==> config.mk <==
export PLATFORM = sky130hd
export DESIGN_NAME = rsa_modexp_letter_cipher
export DESIGN_NICKNAME = d
export VERILOG_FILES = /design/src/hdl/rmlc_pkg.sv /design/src/hdl/rmlc_modmul.sv /design/src/hdl/rsa_modexp_letter_cipher.sv
export SDC_FILE = /design/constraint.sdc
export NUM_CORES = 1
export LEC_CHECK = 0
export ABC_AREA = 1
export BUFFER_PORTS_ARGS = -buffer_cell sky130_fd_sc_hd__buf_2
export CORE_ASPECT_RATIO = 1.2
export CORE_MARGIN = 10
export CORE_UTILIZATION = 50
export CTS_CLUSTER_SIZE = 25
export DETAILED_ROUTE_END_ITERATION = 8
export PLACE_DENSITY_LB_ADDON = 0.12
export REMOVE_ABC_BUFFERS = 1
export SYNTH_ARGS = -nofsm -noshare
export SYNTH_HDL_FRONTEND = slang
export SYNTH_HIERARCHICAL = 1
export SYNTH_SLANG_ARGS = --single-unit
export TNS_END_PERCENT = 20
==> constraint.sdc <==
create_clock -name clk_i -period 12.55 [get_ports clk_i]
set_clock_uncertainty 0.1 [all_clocks]
set_input_delay 1.255 -clock clk_i [delete_from_list [all_inputs] [get_ports clk_i]]
set_output_delay 1.255 -clock clk_i [all_outputs]
set_load 0.005 [all_outputs]
==> src/hdl/rmlc_pkg.sv <==
`default_nettype none
package rmlc_pkg;

  // width of the modulus datapath, 8 to 32
  localparam int unsigned MOD_WIDTH = 32;
  // width of the input value and of the bit-serial multiplier operand
  localparam int unsigned VAL_WIDTH = 32;
  localparam int unsigned RES_WIDTH = 33;
  localparam int unsigned CFG_WIDTH = 32;
  localparam int unsigned CNT_WIDTH = $clog2(VAL_WIDTH);

  localparam logic [VAL_WIDTH-1:0] CHAR_BASE = VAL_WIDTH'(97);

  // configuration register indexes
  localparam logic [1:0] CFG_MODULUS     = 2'd0;
  localparam logic [1:0] CFG_PUBLIC_EXP  = 2'd1;
  localparam logic [1:0] CFG_PRIVATE_EXP = 2'd2;

  // operation codes
  localparam logic OP_ENCRYPT = 1'b0;
  localparam logic OP_DECRYPT = 1'b1;

  // status of one modular multiplier
  typedef struct packed {
    logic busy;
    logic done;
  } mm_stat_t;

endpackage
`default_nettype wire

==> src/hdl/rmlc_modmul.sv <==
`default_nettype none
// bit-serial interleaved modular multiply, msb of a first: p = a * b mod n
// requires b < n and n >= 2; a may be any value
module rmlc_modmul (
  input  wire logic                          clk_i,
  input  wire logic                          rst_ni,
  input  wire logic                          start_i,
  input  wire logic [rmlc_pkg::VAL_WIDTH-1:0] a_i,
  input  wire logic [rmlc_pkg::MOD_WIDTH-1:0] b_i,
  input  wire logic [rmlc_pkg::MOD_WIDTH-1:0] n_i,
  output rmlc_pkg::mm_stat_t                 stat_o,
  output logic      [rmlc_pkg::MOD_WIDTH-1:0] p_o
);
  import rmlc_pkg::*;

  localparam int unsigned SW = MOD_WIDTH + 3;

  logic [VAL_WIDTH-1:0] a_q;
  logic [MOD_WIDTH-1:0] b_q, acc_q, acc_d;
  logic [CNT_WIDTH-1:0] cnt_q;
  logic                 busy_q, done_q;
  logic [SW-1:0]        sum, diff1, diff2;

  // 2*acc + bit*b stays below 3n, so one of three candidates is reduced
  always_comb begin
    sum   = (SW'(acc_q) << 1) + (a_q[VAL_WIDTH-1] ? SW'(b_q) : '0);
    diff1 = sum - SW'(n_i);
    diff2 = sum - (SW'(n_i) << 1);
    if (!diff2[SW-1]) begin
      acc_d = diff2[MOD_WIDTH-1:0];
    end else if (!diff1[SW-1]) begin
      acc_d = diff1[MOD_WIDTH-1:0];
    end else begin
      acc_d = sum[MOD_WIDTH-1:0];
    end
  end

  always_ff @(posedge clk_i or negedge rst_ni) begin
    if (!rst_ni) begin
      busy_q <= 1'b0;
      done_q <= 1'b0;
      cnt_q  <= '0;
    end else begin
      done_q <= 1'b0;
      if (start_i) begin
        busy_q <= 1'b1;
        cnt_q  <= '0;
      end else if (busy_q) begin
        cnt_q <= cnt_q + CNT_WIDTH'(1);
        if (cnt_q == CNT_WIDTH'(VAL_WIDTH - 1)) begin
          busy_q <= 1'b0;
          done_q <= 1'b1;
        end
      end
    end
  end

  always_ff @(posedge clk_i) begin
    if (start_i) begin
      a_q   <= a_i;
      b_q   <= b_i;
      acc_q <= '0;
    end else if (busy_q) begin
      a_q   <= a_q << 1;
      acc_q <= acc_d;
    end
  end

  assign stat_o.busy = busy_q;
  assign stat_o.done = done_q;
  assign p_o         = acc_q;

endmodule
`default_nettype wire

==> src/hdl/rsa_modexp_letter_cipher.sv <==
`default_nettype none
// RSA letter cipher: one beat in, one beat out. An encrypt beat (tuser 0)
// carries a character code and returns (code - 97)^e mod n; a code below 97
// returns 0 with the bad-input flag set. A decrypt beat (tuser 1) returns
// (c^d mod n) + 97. A zero exponent gives 1 (plus 97 on decrypt) and a
// modulus of 0 or 1 gives 0 (plus 97 on decrypt) for any nonzero exponent.
// The power is computed by right-to-left square-and-multiply on two
// bit-serial modular multipliers that run side by side, one exponent bit
// per round; the first pass, on multiplier 0, reduces the base modulo n.
// Special cases skip the multipliers and reach the output register through
// ST_OUT. One operation is in flight at a time; the next beat is taken as
// soon as the result sits in the output register, even before it is drained.
// Configuration is written through cfg_we_i / cfg_idx_i / cfg_data_i: 0
// modulus, 1 public exponent, 2 private exponent. The user must write it
// only while the block is idle; the block itself does not enforce this.
module rsa_modexp_letter_cipher (
  input  wire logic                          clk_i,
  input  wire logic                          rst_ni,
  // configuration write port
  input  wire logic                          cfg_we_i,
  input  wire logic [1:0]                    cfg_idx_i,
  input  wire logic [rmlc_pkg::CFG_WIDTH-1:0] cfg_data_i,
  // input stream
  input  wire logic                          s_axis_tvalid,
  output logic                               s_axis_tready,
  input  wire logic [31:0]                   s_axis_tdata,  // [31:0] input_value
  input  wire logic                          s_axis_tuser,  // [0] opcode
  // output stream
  output logic                               m_axis_tvalid,
  input  wire logic                          m_axis_tready,
  output logic      [39:0]                   m_axis_tdata,  // [32:0] result_value, zero fill
  output logic                               m_axis_tuser   // [0] bad_input
);
  import rmlc_pkg::*;

  typedef enum logic [2:0] {
    ST_IDLE,
    ST_REDUCE,
    ST_EXP,
    ST_MUL,
    ST_OUT
  } state_e;

  state_e state_q;

  // configuration registers
  logic [CFG_WIDTH-1:0] modulus_q, pub_exp_q, priv_exp_q;

  // working registers of the exponentiation
  logic [CFG_WIDTH-1:0] exp_q;
  logic [MOD_WIDTH-1:0] acc_q, sq_q;
  logic                 addend_q;   // decrypt adds the character base
  logic [RES_WIDTH-1:0] res_q;
  logic                 res_bad_q;

  // output register
  logic                 out_valid_q;
  logic [RES_WIDTH-1:0] out_data_q;
  logic                 out_bad_q;

  logic [MOD_WIDTH-1:0] n_eff;
  logic                 in_beat;
  logic                 in_op;
  logic [VAL_WIDTH-1:0] in_val, in_base;
  logic [CFG_WIDTH-1:0] in_exp;

  // multiplier 0: base reduction, then acc * sq; multiplier 1: sq * sq
  logic                 mm0_start, mm1_start;
  logic [VAL_WIDTH-1:0] mm0_a;
  logic [MOD_WIDTH-1:0] mm0_b;
  mm_stat_t             mm0_stat, mm1_stat;
  logic [MOD_WIDTH-1:0] mm0_p, mm1_p;

  assign n_eff   = modulus_q[MOD_WIDTH-1:0];
  assign in_beat = s_axis_tvalid && s_axis_tready;
  assign in_op   = s_axis_tuser;
  assign in_val  = s_axis_tdata;
  assign in_base = (in_op == OP_DECRYPT) ? in_val : (in_val - CHAR_BASE);
  assign in_exp  = (in_op == OP_DECRYPT) ? priv_exp_q : pub_exp_q;

  assign s_axis_tready = (state_q == ST_IDLE);

  // reduce the base by multiplying with one, or start a square-and-multiply round
  logic start_reduce, start_round;
  assign start_reduce = in_beat && !((in_op == OP_ENCRYPT) && (in_val < CHAR_BASE))
                        && (in_exp != '0) && (n_eff > MOD_WIDTH'(1));
  assign start_round  = (state_q == ST_EXP) && (exp_q != '0);
  assign mm0_start    = start_reduce || start_round;
  assign mm1_start    = start_round;
  assign mm0_a        = start_reduce ? in_base : VAL_WIDTH'(acc_q);
  assign mm0_b        = start_reduce ? MOD_WIDTH'(1) : sq_q;

  rmlc_modmul u_mm0 (
    .clk_i   (clk_i),
    .rst_ni  (rst_ni),
    .start_i (mm0_start),
    .a_i     (mm0_a),
    .b_i     (mm0_b),
    .n_i     (n_eff),
    .stat_o  (mm0_stat),
    .p_o     (mm0_p)
  );

  rmlc_modmul u_mm1 (
    .clk_i   (clk_i),
    .rst_ni  (rst_ni),
    .start_i (mm1_start),
    .a_i     (VAL_WIDTH'(sq_q)),
    .b_i     (sq_q),
    .n_i     (n_eff),
    .stat_o  (mm1_stat),
    .p_o     (mm1_p)
  );

  // configuration writes; index 3 is ignored
  always_ff @(posedge clk_i or negedge rst_ni) begin
    if (!rst_ni) begin
      modulus_q  <= CFG_WIDTH'(3233);
      pub_exp_q  <= CFG_WIDTH'(17);
      priv_exp_q <= CFG_WIDTH'(2753);
    end else if (cfg_we_i) begin
      case (cfg_idx_i)
        CFG_MODULUS:     modulus_q  <= cfg_data_i;
        CFG_PUBLIC_EXP:  pub_exp_q  <= cfg_data_i;
        CFG_PRIVATE_EXP: priv_exp_q <= cfg_data_i;
        default: ;
      endcase
    end
  end

  // sequencer and output register
  always_ff @(posedge clk_i or negedge rst_ni) begin
    if (!rst_ni) begin
      state_q     <= ST_IDLE;
      out_valid_q <= 1'b0;
    end else begin
      // in ST_OUT the output register is either refilled or left untouched
      if (m_axis_tvalid && m_axis_tready && (state_q != ST_OUT)) begin
        out_valid_q <= 1'b0;
      end
      case (state_q)
        ST_IDLE: begin
          if (in_beat) begin
            addend_q  <= (in_op == OP_DECRYPT);
            exp_q     <= in_exp;
            res_bad_q <= 1'b0;
            if ((in_op == OP_ENCRYPT) && (in_val < CHAR_BASE)) begin
              res_q     <= '0;
              res_bad_q <= 1'b1;
              state_q   <= ST_OUT;
            end else if (in_exp == '0) begin
              // power of one, not reduced
              res_q   <= RES_WIDTH'(1) + ((in_op == OP_DECRYPT) ?
                         RES_WIDTH'(CHAR_BASE) : '0);
              state_q <= ST_OUT;
            end else if (n_eff <= MOD_WIDTH'(1)) begin
              res_q   <= (in_op == OP_DECRYPT) ? RES_WIDTH'(CHAR_BASE) : '0;
              state_q <= ST_OUT;
            end else begin
              state_q <= ST_REDUCE;
            end
          end
        end
        ST_REDUCE: begin
          if (mm0_stat.done) begin
            sq_q    <= mm0_p;
            acc_q   <= MOD_WIDTH'(1);
            state_q <= ST_EXP;
          end
        end
        ST_EXP: begin
          if (exp_q == '0) begin
            res_q   <= RES_WIDTH'(acc_q) + (addend_q ? RES_WIDTH'(CHAR_BASE) : '0);
            state_q <= ST_OUT;
          end else begin
            state_q <= ST_MUL;
          end
        end
        ST_MUL: begin
          // both multipliers start together and finish together
          if (mm1_stat.done) begin
            if (exp_q[0]) begin
              acc_q <= mm0_p;
            end
            sq_q    <= mm1_p;
            exp_q   <= exp_q >> 1;
            state_q <= ST_EXP;
          end
        end
        ST_OUT: begin
          if (!out_valid_q || m_axis_tready) begin
            out_valid_q <= 1'b1;
            out_data_q  <= res_q;
            out_bad_q   <= res_bad_q;
            state_q     <= ST_IDLE;
          end
        end
        default: state_q <= ST_IDLE;
      endcase
    end
  end

  assign m_axis_tvalid = out_valid_q;
  assign m_axis_tdata  = {7'd0, out_data_q};
  assign m_axis_tuser  = out_bad_q;

  // the paired multipliers stay in lockstep through a round
  assert property (@(posedge clk_i) disable iff (!rst_ni)
    (state_q == ST_MUL) && mm1_stat.done |-> mm0_stat.done)
    else $error("square and multiply units out of step");

  // every finished product of multiplier 0 is fully reduced
  assert property (@(posedge clk_i) disable iff (!rst_ni)
    mm0_stat.done |-> (mm0_p < n_eff))
    else $error("modular product not below modulus");

  // a flagged encrypt beat always carries a zero result
  assert property (@(posedge clk_i) disable iff (!rst_ni)
    m_axis_tvalid && m_axis_tuser |-> (m_axis_tdata == '0))
    else $error("bad input beat with nonzero result");

endmodule
`default_nettype wire
==> metrics.md <==
| Metric | Value |
|---|---|
| Outcome | `finished clean` |
| Count of hold buffers inserted by post-cts repair | `0` |
| Max-cap viol count | `0` |
| Reg clk slew, reported paths | `approximately 0.06 ns` |
| CP max FO | `34` |
| Clock Tree Buf Depth | `3` |
| Total detailed-routing wirelength | `124000 um` |
| Initial antenna violation count | `0` |
| Worst path required time | `12.98 ns` |
| Nets@finish | `approximately 5400` |
| Die width | `262 um` |
| Fin crit period | `5.74 ns` |
| Fill cells | `a little over 7000` |
| R2r endpoint | `u_mm1/p_o[26]` |
| FMAX | `174 MHz` |
| Via count | `33100` |
| Commonest non-fill, non-tap cell in the layout | `nand2_1` |
| CP Capture Type | `register` |
| Critical Path Max Stage Delay | `0.44 ns` |
| First-pass GRT wire length | `around 190000 um` |
| CP startpoint | `u_mm1/a_q[31]` |
| Drt pass-1 iters | `8` |
| Met1 usage | `37.9%` |
| Critical Path End | `u_mm1/p_o[26]` |
| Levels on crit path | `33` |
| Vias in the first global route | `approximately 32000` |
| Worst reg2reg path depth | `33` |
| Reg-to-reg slack, setup | `between 6 and 7 ns` |
| Met2 track demand over resource | `50.1%` |
| FF-to-FF Start | `u_mm1/a_q[31]` |
| Final ANT Viol Nets | `0` |
| Total die area | `0.0813 mm2` |
| Tightest Pin Transition | `about 1.1 ns` |
| Max Slew Vio Count | `0` |
| Synthesized area | `about 0.035 mm2` |
| Port bufs | `~110` |
| Hold Crit Class | `register to register` |
| Synth Warn # | `6` |
| CP delay by family, top | `simple AND/OR/NAND/NOR gates` |
| RSZ-0062 raised after global routing | `no` |
| GRT met3 Usage | `around 4.3%` |
| Post-Synthesis Cells | `5098` |
| DR WL/cell | `20.2 um` |
| Most frequent cells in the layout | `nand2_1 (1706), inv_1 (771), nor2_1 (458), o21ai_0 (351)` |
| Io pins | `115` |
| Gr busiest metal | `met2` |
| Critical Path Slowest Stage Cell | `ha_1` |
| Total grt overflow | `0` |
| Relative slew slack | `roughly 29%` |
| Row count | `106` |
| Clock latency on the worst-skew pair | `0.64 ns` |
| Initial Utilization | `about half` |
| CTS tree | `done` |
| Final setup fails | `0` |
| Final hold violation count | `0` |
| Critical path type | `register to register` |
| Die Height | `310 um` |
| Starting DRC count in detailed routing | `2875` |
| # clock sinks | `471` |
| Final clock period utilization by the worst path | `45.8%` |
| Largest regs | `out_data_q: 33 flops, res_q: 33 flops` |
| Most common cell on crit path | `nand2_1` |
| Final GP Congestion | `1.02` |
| Syn Area/Cell | `6.89 um2` |
| Final HPWL DP | `100000 um` |
| Cells resized by post-CTS repair | `0` |
| Detail-routed via count per cell | `5.40` |
| Worst setup SP type | `register` |
| TNS Setup | `0 ns` |
| Total GRT Usage | `30.1%` |
| Drt drc | `0` |
| WP buf/inv | `8` |
| Area growth syn-to-layout | `8.13%` |
| Layout cell share with drive strength beyond 1 | `7.02%` |
| Pin count of the biggest net entering global routing | `80` |
| Root buf cell | `clkbuf_16` |
| Htree depth | `2` |
| Post-CTS Repair Setup Buffers | `0` |
| CTS Buf Count | `50` |
| Core footprint | `0.0696 mm2` |
| Arr. time, crit path | `roughly 6.2 ns` |
layout make-up:
class                   instances  area, um2  share of cell area, %
diodes                          1       2.50                0.00659
multi-input cells            3716      18700                   49.1
well taps                     918       1150                   3.02
clock inverters                32        234                  0.616
flip-flops and latches        471      12900                   34.1
inverters                     790       2970                   7.81
repair buffers                132        726                   1.91
clock buffers                  61       1310                   3.45
stage by stage:
| stage | worst slack, ns | cells | hold slack [ns] | util, % | instance area, um2 |
|---|---|---|---|---|---|
| floorplan | 5.87 | 4977 | 0.300 | - | 34500 |
| global placement | 6.91 | 6027 | 0.302 | 52.3 | 36400 |
| detailed placement | 6.78 | 6027 | 0.305 | 52.3 | 36400 |
| CTS | 6.92 | 6120 | 0.319 | 54.6 | 38000 |
| global route | 6.39 | 6120 | 0.327 | 54.6 | 38000 |
| finish | 6.81 | 6121 | 0.317 | 54.6 | 38000 |
per-layer routing:
metal  up-vias  wire length, um
li1      16400                -
met1     15400            52000
met2      1086            57700
met3       232             7680
met4         0             6490
met5         -                0
how the worst min path moves through the flow:
stage	start	endpoint	slack [ns]	depth (start not counted)
floorplan	res_bad_q	m_axis_tuser	0.30	0
global placement	res_q[13]	out_data_q[13]	0.30	0
detailed placement	res_q[10]	out_data_q[10]	0.30	0
CTS	res_q[15]	out_data_q[15]	0.32	0
global route	res_q[2]	out_data_q[2]	0.33	0
finish	res_q[26]	out_data_q[26]	0.32	0
Power is not shown: default switching activity piles up to over one toggle a cycle in this logic, so the estimate is an artifact.
